===== config.mk =====
export PLATFORM = sky130hd
export DESIGN_NAME = boxcar_moving_average_core
export DESIGN_NICKNAME = d
export VERILOG_FILES = /design/src/hw/rtl/bma_pkg.sv /design/src/hw/rtl/bma_front.sv /design/src/hw/rtl/bma_queue.sv /design/src/hw/rtl/bma_back.sv /design/src/hw/rtl/boxcar_moving_average_core.sv
export SDC_FILE = /design/constraint.sdc
export NUM_CORES = 1
export LEC_CHECK = 0
export BUFFER_PORTS_ARGS = -buffer_cell sky130_fd_sc_hd__buf_2
export CAP_MARGIN = 10
export CORE_ASPECT_RATIO = 0.9
export CORE_UTILIZATION = 39
export DETAILED_ROUTE_END_ITERATION = 16
export SYNTH_ARGS = -nofsm -noshare
export SYNTH_HDL_FRONTEND = slang
export SYNTH_SLANG_ARGS = --single-unit

===== constraint.sdc =====
create_clock -name clk_i -period 9.3 [get_ports clk_i]
set_clock_uncertainty 0.1 [all_clocks]
set_input_delay 1.86 -clock clk_i [delete_from_list [all_inputs] [get_ports clk_i]]
set_output_delay 1.86 -clock clk_i [all_outputs]
set_load 0.1 [all_outputs]

===== src/hw/rtl/bma_pkg.sv =====
// ----------------------------------------------------------------------------
// bma_pkg
// Shared types and constants of the boxcar moving-average core.
// ----------------------------------------------------------------------------
package bma_pkg;

  localparam int unsigned SampleW = 12;
  localparam int unsigned CfgW    = 5;

  localparam logic [CfgW-1:0] WindowReset = 5'd16;

  typedef struct packed {
    logic               valid;
    logic [SampleW-1:0] sample;
  } item_t;

  typedef enum logic [3:0] {
    BackIdle   = 4'b0001,
    BackUpdate = 4'b0010,
    BackDivide = 4'b0100,
    BackOutput = 4'b1000
  } back_state_e;

endpackage


===== src/hw/rtl/bma_front.sv =====
// ----------------------------------------------------------------------------
// bma_front
// Input stage: takes one sample request per cycle while not full and hands it to the queue.
// ----------------------------------------------------------------------------
module bma_front (
  input  logic                           clk_i,
  input  logic                           rst_ni,
  input  logic                           push,
  output logic                           full,
  input  logic [bma_pkg::SampleW-1:0]    sample_value_i,
  output bma_pkg::item_t                 item_o,
  input  logic                           ready_i
);

  bma_pkg::item_t item_q, item_d;
  logic           accept;

  assign full   = item_q.valid && !ready_i;
  assign accept = push && !full;
  assign item_o = item_q;

  always_comb begin
    item_d = item_q;
    if (accept) begin
      item_d.valid  = 1'b1;
      item_d.sample = sample_value_i;
    end else if (ready_i) begin
      item_d.valid = 1'b0;
    end
  end

  always_ff @(posedge clk_i or negedge rst_ni) begin
    if (!rst_ni) begin
      item_q <= '0;
    end else begin
      item_q <= item_d;
    end
  end

endmodule


===== src/hw/rtl/bma_queue.sv =====
// ----------------------------------------------------------------------------
// bma_queue
// Two-entry queue that decouples the input stage from the filter datapath.
// ----------------------------------------------------------------------------
module bma_queue (
  input  logic           clk_i,
  input  logic           rst_ni,
  input  bma_pkg::item_t item_i,
  output logic           ready_o,
  output bma_pkg::item_t item_o,
  input  logic           ready_i
);

  logic [bma_pkg::SampleW-1:0] slot_q [2];
  logic                        wr_ptr_q, rd_ptr_q;
  logic [1:0]                  count_q;
  logic                        wr_en, rd_en;

  assign ready_o     = (count_q != 2'd2);
  assign wr_en       = item_i.valid && ready_o;
  assign item_o.valid  = (count_q != 2'd0);
  assign item_o.sample = slot_q[rd_ptr_q];
  assign rd_en       = item_o.valid && ready_i;

  always_ff @(posedge clk_i or negedge rst_ni) begin
    if (!rst_ni) begin
      wr_ptr_q <= 1'b0;
      rd_ptr_q <= 1'b0;
      count_q  <= 2'd0;
    end else begin
      if (wr_en) begin
        wr_ptr_q <= ~wr_ptr_q;
      end
      if (rd_en) begin
        rd_ptr_q <= ~rd_ptr_q;
      end
      case ({wr_en, rd_en})
        2'b10:   count_q <= count_q + 2'd1;
        2'b01:   count_q <= count_q - 2'd1;
        default: count_q <= count_q;
      endcase
    end
  end

  always_ff @(posedge clk_i) begin
    if (wr_en) begin
      slot_q[wr_ptr_q] <= item_i.sample;
    end
  end

endmodule


===== src/hw/rtl/bma_back.sv =====
// ----------------------------------------------------------------------------
// bma_back
// Filter datapath: sample ring, running sum, bit-serial divider and the
// result register.
// ----------------------------------------------------------------------------
module bma_back #(
  parameter int unsigned MAX_WINDOW = 16
) (
  input  logic                                  clk_i,
  input  logic                                  rst_ni,
  input  logic                                  clear_i,
  input  logic [$clog2(MAX_WINDOW+1)-1:0]       eff_len_i,
  input  bma_pkg::item_t                        item_i,
  output logic                                  ready_o,
  output logic                                  empty,
  input  logic                                  pop,
  output logic [bma_pkg::SampleW-1:0]           average_value_o,
  output logic [((MAX_WINDOW > 1) ? $clog2(MAX_WINDOW) : 1)-1:0] stat_pos_o,
  output logic [$clog2(MAX_WINDOW*4095+1)-1:0]  stat_sum_o
);

  localparam int unsigned LenW = $clog2(MAX_WINDOW + 1);
  localparam int unsigned PosW = (MAX_WINDOW > 1) ? $clog2(MAX_WINDOW) : 1;
  localparam int unsigned SumW = $clog2(MAX_WINDOW * 4095 + 1);
  localparam int unsigned CntW = $clog2(SumW);

  bma_pkg::back_state_e state_q, state_d;

  logic [bma_pkg::SampleW-1:0] ring_mem [MAX_WINDOW];
  logic [MAX_WINDOW-1:0]       ring_vld_q;
  logic [bma_pkg::SampleW-1:0] rd_data_q, sample_q, old_sample;
  logic                        rd_vld_q;
  logic [PosW-1:0]             pos_q, pos_cur, pos_next;
  logic [SumW-1:0]             sum_q, sum_d;
  logic [SumW-1:0]             dq_q;
  logic [LenW-1:0]             rem_q;
  logic [LenW:0]               trial, trial_sub;
  logic                        trial_ge;
  logic [CntW-1:0]             cnt_q;
  logic                        out_vld_q;
  logic [bma_pkg::SampleW-1:0] out_q;
  logic                        take, out_load;

  assign pos_cur  = (9'(pos_q) >= 9'(eff_len_i)) ? '0 : pos_q;
  assign pos_next = (9'(pos_cur) + 9'd1 >= 9'(eff_len_i)) ? '0 : PosW'(pos_cur + 1'b1);

  assign old_sample = rd_vld_q ? rd_data_q : '0;
  assign sum_d      = sum_q + SumW'(sample_q) - SumW'(old_sample);

  assign trial     = {rem_q, dq_q[SumW-1]};
  assign trial_sub = trial - {1'b0, eff_len_i};
  assign trial_ge  = (trial >= {1'b0, eff_len_i});

  assign ready_o  = (state_q == bma_pkg::BackIdle);
  assign take     = ready_o && item_i.valid;
  assign out_load = (state_q == bma_pkg::BackOutput) && (!out_vld_q || pop);

  assign empty           = !out_vld_q;
  assign average_value_o = out_q;
  assign stat_pos_o      = pos_q;
  assign stat_sum_o      = sum_q;

  always_comb begin
    state_d = state_q;
    case (state_q)
      bma_pkg::BackIdle: begin
        if (item_i.valid) begin
          state_d = bma_pkg::BackUpdate;
        end
      end
      bma_pkg::BackUpdate: begin
        state_d = bma_pkg::BackDivide;
      end
      bma_pkg::BackDivide: begin
        if (cnt_q == CntW'(SumW - 1)) begin
          state_d = bma_pkg::BackOutput;
        end
      end
      bma_pkg::BackOutput: begin
        if (out_load) begin
          state_d = bma_pkg::BackIdle;
        end
      end
      default: begin
        state_d = bma_pkg::BackIdle;
      end
    endcase
  end

  always_ff @(posedge clk_i or negedge rst_ni) begin
    if (!rst_ni) begin
      state_q    <= bma_pkg::BackIdle;
      ring_vld_q <= '0;
      pos_q      <= '0;
      sum_q      <= '0;
      out_vld_q  <= 1'b0;
    end else begin
      state_q <= state_d;
      if (clear_i) begin
        ring_vld_q <= '0;
        pos_q      <= '0;
        sum_q      <= '0;
      end else if (state_q == bma_pkg::BackUpdate) begin
        ring_vld_q[pos_cur] <= 1'b1;
        pos_q               <= pos_next;
        sum_q               <= sum_d;
      end
      if (out_load) begin
        out_vld_q <= 1'b1;
      end else if (pop && out_vld_q) begin
        out_vld_q <= 1'b0;
      end
    end
  end

  always_ff @(posedge clk_i) begin
    if (take) begin
      sample_q  <= item_i.sample;
      rd_data_q <= ring_mem[pos_cur];
      rd_vld_q  <= ring_vld_q[pos_cur];
    end
    if (state_q == bma_pkg::BackUpdate) begin
      ring_mem[pos_cur] <= sample_q;
    end
  end

  always_ff @(posedge clk_i) begin
    if (state_q == bma_pkg::BackUpdate) begin
      dq_q  <= sum_d;
      rem_q <= '0;
      cnt_q <= '0;
    end else if (state_q == bma_pkg::BackDivide) begin
      dq_q  <= {dq_q[SumW-2:0], trial_ge};
      rem_q <= trial_ge ? trial_sub[LenW-1:0] : trial[LenW-1:0];
      cnt_q <= cnt_q + 1'b1;
    end
    if (out_load) begin
      out_q <= dq_q[bma_pkg::SampleW-1:0];
    end
  end

endmodule


===== src/hw/rtl/boxcar_moving_average_core.sv =====
// ----------------------------------------------------------------------------
// boxcar_moving_average_core
// Boxcar moving average of 12-bit converter samples over a programmable
// window.
// ----------------------------------------------------------------------------
// Each sample request yields one result, the truncated mean of the last
// window-length samples, where samples not yet seen count as zero. The
// window register takes 1 to MAX_WINDOW; zero reads as one and larger values
// as MAX_WINDOW. A write to it clears the sample history and the running sum.
// Each sample passes through the update state, the bit-serial divider
// and the output state before the back end takes the next one. A two-entry
// queue and an input register let the source push ahead while a result
// waits to be popped.
module boxcar_moving_average_core #(
  parameter int unsigned MAX_WINDOW = 16
) (
  input  logic                              clk_i,
  input  logic                              rst_ni,
  input  logic                              cfg_we_i,
  input  logic [bma_pkg::CfgW-1:0]          cfg_wdata_i,
  input  logic                              push,
  output logic                              full,
  input  logic [bma_pkg::SampleW-1:0]       sample_value_i,
  output logic                              empty,
  input  logic                              pop,
  output logic [bma_pkg::SampleW-1:0]       average_value_o
);

  localparam int unsigned LenW = $clog2(MAX_WINDOW + 1);
  localparam int unsigned PosW = (MAX_WINDOW > 1) ? $clog2(MAX_WINDOW) : 1;
  localparam int unsigned SumW = $clog2(MAX_WINDOW * 4095 + 1);
  localparam logic [8:0]  MaxWin = 9'(MAX_WINDOW);

  logic [bma_pkg::CfgW-1:0] window_q;
  logic [8:0]               win_ext, eff_ext;
  logic [LenW-1:0]          eff_len;
  bma_pkg::item_t           front_item, queue_item;
  logic                     queue_ready, back_ready;
  logic [PosW-1:0]          stat_pos;
  logic [SumW-1:0]          stat_sum;

  always_ff @(posedge clk_i or negedge rst_ni) begin
    if (!rst_ni) begin
      window_q <= bma_pkg::WindowReset;
    end else if (cfg_we_i) begin
      window_q <= cfg_wdata_i;
    end
  end

  assign win_ext = 9'(window_q);
  assign eff_ext = (window_q == '0) ? 9'd1 : ((win_ext > MaxWin) ? MaxWin : win_ext);
  assign eff_len = eff_ext[LenW-1:0];

  bma_front u_front (
    .clk_i          (clk_i),
    .rst_ni         (rst_ni),
    .push           (push),
    .full           (full),
    .sample_value_i (sample_value_i),
    .item_o         (front_item),
    .ready_i        (queue_ready)
  );

  bma_queue u_queue (
    .clk_i   (clk_i),
    .rst_ni  (rst_ni),
    .item_i  (front_item),
    .ready_o (queue_ready),
    .item_o  (queue_item),
    .ready_i (back_ready)
  );

  bma_back #(
    .MAX_WINDOW (MAX_WINDOW)
  ) u_back (
    .clk_i           (clk_i),
    .rst_ni          (rst_ni),
    .clear_i         (cfg_we_i),
    .eff_len_i       (eff_len),
    .item_i          (queue_item),
    .ready_o         (back_ready),
    .empty           (empty),
    .pop             (pop),
    .average_value_o (average_value_o),
    .stat_pos_o      (stat_pos),
    .stat_sum_o      (stat_sum)
  );

  // The write position always stays inside the effective window.
  assert property (@(posedge clk_i) disable iff (!rst_ni)
    9'(stat_pos) < 9'(eff_len))
    else $error("write position outside the window");

  // The running sum never exceeds a full window of maximum samples.
  assert property (@(posedge clk_i) disable iff (!rst_ni)
    32'(stat_sum) <= 32'(eff_len) * 32'd4095)
    else $error("running sum exceeds the window bound");

  // A window write restarts the history.
  assert property (@(posedge clk_i) disable iff (!rst_ni)
    cfg_we_i |=> (stat_sum == '0) && (stat_pos == '0))
    else $error("window write did not clear the history");

endmodule


==> results.py, run 1 <==
metrics = {
    "status": {
        "status": "completed",
    },
    "logic_synthesis": {
        "postSynthCellCount": 1116,
        "netlist_area_um2": 14800,
        "yosysSeqAreaShare": 0.664,
        "synth_area_leader_cell": "edfxtp_1",
        "ys.flop_type": "edfxtp_1",
        "synth_fp_nets": 1187,
        "postSynth.asyncResetShare": 0.185,
        "synth.distinct_cells": 63,
        "synth_edf_count": 269,
        "synth_seq_cells": 341,
        "synth_common_cells": "edfxtp_1 (269), nor2_1 (126), inv_1 (106)",
        "yosys-top-cells-area": "edfxtp_1 (54%), dfrtp_1 (10%), nor2_1 (3.2%), ha_1 (3.0%), mux2_2 (3.0%)",
        "yosysTopAreaCellShare": 0.545,
        "synth.most_common_cell": "edfxtp_1",
        "synth_warnings": 0,
        "avgSynthCellArea_um2": 13.3,
    },
    "floorplan": {
        "dieHeight_um": 187,
        "die_area_um2": 38800,
        "std_cell_rows": 67,
        "die_x_um": 208,
        "initial_core_util": 0.397,
        "num_io_pins": 36,
        "placeableCoreArea_um2": 37300,
    },
    "setup_path": {
        "reg2reg_from": "u_back.stat_pos_o[0]",
        "crit_fanout": 93,
        "required_ns": 9.65,
        "crit_path_start_kind": "flip-flop",
        "critPathKind": "reg2reg",
        "r2r_end": "u_back.stat_pos_o[1]",
        "reg2reg_slack_ns": 3.93,
        "crit_arrival_ns": 5.72,
        "critPathCaptureType": "flip-flop",
        "worst_r2r_path_depth": 17,
    },
    "placed_design": {
        "port_buffers": 35,
        "placed_cell_area_um2": 15600,
        "gp_congestion": 0.808,
        "dp_hpwl_mm": 20.6,
        "post-place-ws_ns": 3.99,
    },
    "layout": {
        "post-route-cell-area_um2": 16700,
        "syn_to_final_growth_pct": 12.9,
        "multi_input_comb_area_um2": 4430,
        "seqCellArea_um2": 9840,
        "final_core_util": 0.449,
        "nFillCells": 3320,
        "layout.nets": 1231,
        "antenna_cells": 0,
        "drive_gt1_frac": 0.141,
    },
    "grt": {
        "track_usage": 0.174,
        "grt_antenna_before_repair": 2,
        "grt_pass1_vias": 8769,
        "grt_pass1_wl_mm": 51.4,
        "grt_max_degree": 94,
        "overflow": 0,
    },
    "timing": {
        "drv_slew": 0,
        "max-slew-margin-rel": 0.188,
        "period_share": 0.577,
        "finalSetupViolations": 0,
        "setup_tns_ns": 0,
        "max_freq_mhz": 186,
        "tightest_slew_ns": 1.21,
        "setup_ws_ns": 3.93,
        "rsz0062_at_grt": "no",
        "period_minus_slack_ns": 5.37,
        "hold_violations": 0,
    },
    "cts": {
        "cts_buffer_depth": 3,
        "cts_buffers": 36,
        "insertion_delay_ns": 0.53,
        "post_cts_buffers": 0,
        "ctsHtreeMaxLevel": 2,
        "ctsHoldBuffers": 0,
        "cts.sinks": 341,
        "cts-root-buf": "clkbuf_16",
        "cts_resized": 0,
        "clk_pin_slew_worst_paths_ns": 0.06,
        "cts_tree": "built",
    },
    "detailed_routing": {
        "wire_per_inst_um": 19.9,
        "detail_route.iter0.violations": 655,
        "vias": 8805,
        "wl_mm": 33.3,
        "viasPerCell": 5.27,
        "final_antenna_net_count": 0,
        "drt_pre_antenna_iters": 5,
        "drc": 0,
    },
    "worst_hold_path": {
        "worstHoldPathType": "reg2reg",
        "hold_end": "u_back.average_value_o[2]",
        "hp-start": "u_back.dq_q[2]",
        "worstHoldPathCells": 0,
    },
    "job": {
        "drv_cap": 0,
    },
    "power": {
        "peakVddDrop_uv": 173,
        "power.density_nw_per_um2": 333,
        "p_leak_nw": 6.49,
        "p_total_mw": 5.58,
    },
}
-- kinds of logic after synthesis --
logic type / Yosys count / share of synthesized area
AO/OA/AOI/OAI: 188 / 0.0896
XOR/XNOR: 20 / 0.0127
adder cells (fa/ha/maj): 49 / 0.0479
buffers and inverters: 155 / 0.0415
flip-flops: 341 / 0.664
multiplexers: 82 / 0.0591
AND/OR/NAND/NOR: 281 / 0.0856
-- worst max-delay path: stages, from the launching register on --
cell       delay, ns
dfrtp_2         0.34
buf_4           0.69
inv_1           0.22
ha_1            0.34
nand2b_1        0.14
a211o_1         0.33
a21boi_4        0.12
buf_4           0.43
nand2_1         0.23
inv_1           0.12
ha_1            0.20
xnor2_1         0.17
ha_1            0.27
nor2b_1         0.12
o21ai_0         0.14
nand2b_1        0.07
a2111oi_0       1.00
a22o_1          0.25
-- per-stage QoR --
stage                     cells  hold WS [ns]
after floorplan            1116         0.326
after global placement     1603         0.331
after detailed placement   1603         0.334
after CTS                  1669         0.348
after global routing       1671         0.365
final                      1671         0.348
-- worst max-delay path by stage --
stage | slack [ns] | from | end
2_1_floorplan | 4.82 | u_back.state_q[0] | u_queue.count_q[1]
3_3_place_gp | 4.11 | u_back.stat_pos_o[0] | u_back.stat_pos_o[0]
3_5_place_dp | 3.99 | u_back.stat_pos_o[0] | u_back.stat_pos_o[0]
4_1_cts | 3.97 | u_back.stat_pos_o[0] | u_back.stat_pos_o[1]
5_1_grt | 3.47 | u_back.stat_pos_o[0] | u_back.stat_pos_o[1]
6_report | 3.93 | u_back.stat_pos_o[0] | u_back.stat_pos_o[1]
-- power by group --
group          internal, mW  switching [mW]  leakage [nW]
sequential             2.07           0.259          3.33
combinational         0.745            1.12          2.59
clock                 0.805           0.583         0.564
-- flip-flops by register name, indices dropped and copies added (netlist names), 2 cells and up --
name,cells
u_back.average_value_o,12
u_back.cnt_q,4
u_back.dq_q,16
u_back.rd_data_q,12
u_back.rem_q,5
u_back.ring_mem,192
u_back.ring_vld_q,16
u_back.sample_q,12
u_back.stat_pos_o,4
u_back.stat_sum_o,16
u_back.state_q,4
u_front.item_o,13
u_queue.count_q,2
u_queue.slot_q,24
window_q,5
-- layer usage --
metal	GRT usage	vias up	wire (um)
met5	0	-	0
met4	0.0485	0	611
met3	0.0257	48	1360
met2	0.277	180	15500
met1	0.250	4415	15900
li1	-	4162	-
-- placed cells by master (no fill, tap or decap), types with 24 or more instances in the layout --
master | synthesis | layout
mux2i_1 | 41 | 41
nor2_1 | 126 | 124
o21ai_0 | 26 | 26
buf_2 | 5 | 35
dfrtp_1 | 61 | 60
clkbuf_16 | 0 | 37
a311oi_1 | 24 | 24
mux2_2 | 40 | 40
nand2_1 | 75 | 75
inv_1 | 106 | 106
a21oi_1 | 34 | 34
ha_1 | 36 | 36
edfxtp_1 | 269 | 269
-- area by class of cell --
class	instances	area share
clock inverters	14	0.00643
clock buffers	52	0.0617
well taps	483	0.0361
multi-input cells	620	0.265
repair buffers	54	0.0194
flip-flops and latches	341	0.588
inverters	107	0.0240
(Power assumes the default switching activity.)
==> run 2, diff against run 1 <==
==> constraint.sdc (replaced) <==
create_clock -name clk_i -period 4.8 [get_ports clk_i]
set_clock_uncertainty 0.1 [all_clocks]
set_input_delay 0.96 -clock clk_i [delete_from_list [all_inputs] [get_ports clk_i]]
set_output_delay 0.96 -clock clk_i [all_outputs]
set_load 0.1 [all_outputs]
==> run 2 against run 1 <==
Net effect:
- sequential power increased by 87%
- core utilization increased by 0.73 points
- worst hold slack improved by 0.0027 ns
- clock power increased by 100%
- via count increased by 1.1%
- sequential share of layout area decreased by 0.94 points
- global-route usage decreased by 0.41 points
- sequential cell count unchanged
- critical endpoint is now u_back.stat_pos_o[2]
- largest cell class unchanged
- highest routed layer unchanged
==> results.py, run 2 (synthesis gave the netlist of run 1 again) <==
metrics = {
    "grt": {
        "grt_pass1_vias": 8763,
        "grt_max_degree": 63,
        "grt_pass1_wl_mm": 50.8,
        "track_usage": 0.170,
        "overflow": 0,
        "grt_antenna_before_repair": 0,
    },
    "timing": {
        "rsz0062_at_grt": "no",
        "max-slew-margin-rel": 0.202,
        "max_freq_mhz": 233,
        "whs_ns": 0.351,
        "hold_violations": 0,
        "period_minus_slack_ns": 4.28,
        "tightest_slew_ns": 1.19,
        "finalSetupViolations": 0,
        "setup_tns_ns": 0,
        "period_share": 0.892,
        "setup_ws_ns": 0.517,
        "drv_slew": 0,
    },
    "detailed_routing": {
        "vias": 8906,
        "wire_per_inst_um": 19.2,
        "wl_mm": 32.7,
        "drt_pre_antenna_iters": 4,
        "detail_route.iter0.violations": 647,
        "final_antenna_net_count": 0,
        "viasPerCell": 5.24,
        "drc": 0,
    },
    "cts": {
        "insertion_delay_ns": 0.53,
        "cts_tree": "built",
        "cts-root-buf": "clkbuf_16",
        "clk_pin_slew_worst_paths_ns": 0.06,
        "cts_resized": 0,
        "ctsHtreeMaxLevel": 2,
        "post_cts_buffers": 0,
        "cts.sinks": 341,
        "cts_buffers": 37,
        "ctsHoldBuffers": 0,
        "cts_buffer_depth": 3,
    },
    "layout": {
        "layout.cells.non_filler": 1700,
        "layout.nets": 1259,
        "nFillCells": 3278,
        "final_cell_mix": "edfxtp_1 (269), nor2_1 (126), inv_1 (106)",
        "final_core_util": 0.456,
        "syn_to_final_growth_pct": 14.8,
        "largest-register": "u_back.ring_mem",
        "antenna_cells": 0,
        "reg_top3": "u_back.ring_mem (192), u_queue.slot_q (24)",
        "largest_register_ffs": 192,
        "drive_gt1_frac": 0.160,
        "final_common_cell": "edfxtp_1",
        "post-route-cell-area_um2": 17000,
    },
    "power": {
        "pwr-share-seq": 0.397,
        "power.density_nw_per_um2": 646,
        "p_leak_nw": 6.66,
        "p_total_mw": 11.0,
        "clockPowerShare": 0.257,
        "switchingPower_mw": 3.79,
        "power_frac_comb": 0.346,
        "sw_frac_of_total": 0.345,
        "peakVddDrop_uv": 429,
        "cellInternalPower_mw": 7.19,
    },
    "floorplan": {
        "die_area_um2": 38800,
        "num_io_pins": 36,
        "dieHeight_um": 187,
        "std_cell_rows": 67,
        "die_x_um": 208,
        "initial_core_util": 0.397,
        "placeableCoreArea_um2": 37300,
    },
    "status": {
        "status": "completed",
    },
    "setup_path": {
        "required_ns": 5.16,
        "worst_r2r_path_depth": 17,
        "crit_path_start_kind": "flip-flop",
        "crit_fanout": 5,
        "critPathCaptureType": "flip-flop",
        "reg2reg_slack_ns": 0.52,
        "critPathLaunch": "window_q[1]",
        "crit_arrival_ns": 4.64,
        "r2r_end": "u_back.stat_pos_o[2]",
        "crit_end": "u_back.stat_pos_o[2]",
        "reg2reg_from": "window_q[1]",
        "critPathKind": "reg2reg",
    },
    "placed_design": {
        "placed_cell_area_um2": 15800,
        "dp_hpwl_mm": 20.8,
        "port_buffers": 35,
        "post-place-ws_ns": 0.531,
        "gp_congestion": 0.798,
        "place_inst": 1632,
    },
    "worst_hold_path": {
        "worstHoldPathType": "reg2reg",
    },
    "job": {
        "drv_cap": 0,
    },
}
## run 2: cell types whose count changed in the layout (fill, tap and decap cells not counted)
cell       previous run  this run
inv_6                 3         2
clkbuf_1             10         9
nor2_2                2         0
nor2_1              124       126
clkinv_4              0         1
buf_4                17        46
clkbuf_16            37        39
clkinv_2              8         7
bufinv_16             1         2
inv_8                 0         1
buf_6                 2         0
## run 2: critical path, cell delays in order (launching register included)
cell	delay (ns)
dfrtp_1	0.40
nor3_1	0.19
nor2_1	0.06
nor2_1	0.21
ha_1	0.28
nand2b_1	0.15
a211o_1	0.33
a21boi_4	0.16
nand2_1	0.14
inv_1	0.12
ha_1	0.20
xnor2_1	0.17
ha_1	0.27
nor2b_1	0.12
o21ai_0	0.14
nand2b_1	0.07
a2111oi_0	0.88
a22o_1	0.24
## run 2: worst min-delay path by stage
stage | cells after the start | slack, ns | startpoint | to
final | 0 | 0.35 | u_back.dq_q[8] | u_back.average_value_o[8]
after global routing | 0 | 0.36 | u_back.dq_q[8] | u_back.average_value_o[8]
after CTS | 0 | 0.35 | u_back.dq_q[8] | u_back.average_value_o[8]
after detailed placement | 0 | 0.33 | u_back.dq_q[8] | u_back.average_value_o[8]
after global placement | 0 | 0.33 | u_back.dq_q[8] | u_back.average_value_o[8]
after floorplan | 0 | 0.33 | u_back.dq_q[0] | u_back.average_value_o[0]
## run 2: power groups by stage
stage	Combinational (mW)	Clock, mW	Sequential [mW]
floorplan	2.76	0	4.32
global placement	3.72	0	4.41
detailed placement	3.78	0	4.42
CTS	3.80	2.89	4.36
global route	4.28	2.99	4.41
finish	3.80	2.82	4.36
## run 2: final cells by class
class	instances	area [um2]	share of cell area
clock buffers	53	1080	0.0634
clock inverters	15	144	0.00846
inverters	107	402	0.0236
multi-input cells	620	4430	0.260
flip-flops and latches	341	9840	0.578
well taps	483	604	0.0355
repair buffers	81	520	0.0306
## run 2: layer usage
metal  up-vias  track usage  wire length (um)
li1       4217            -                 -
met4         0       0.0560               712
met2       178        0.258             14600
met1      4461        0.252             16000
met5         -            0                 0
met3        50       0.0232              1340
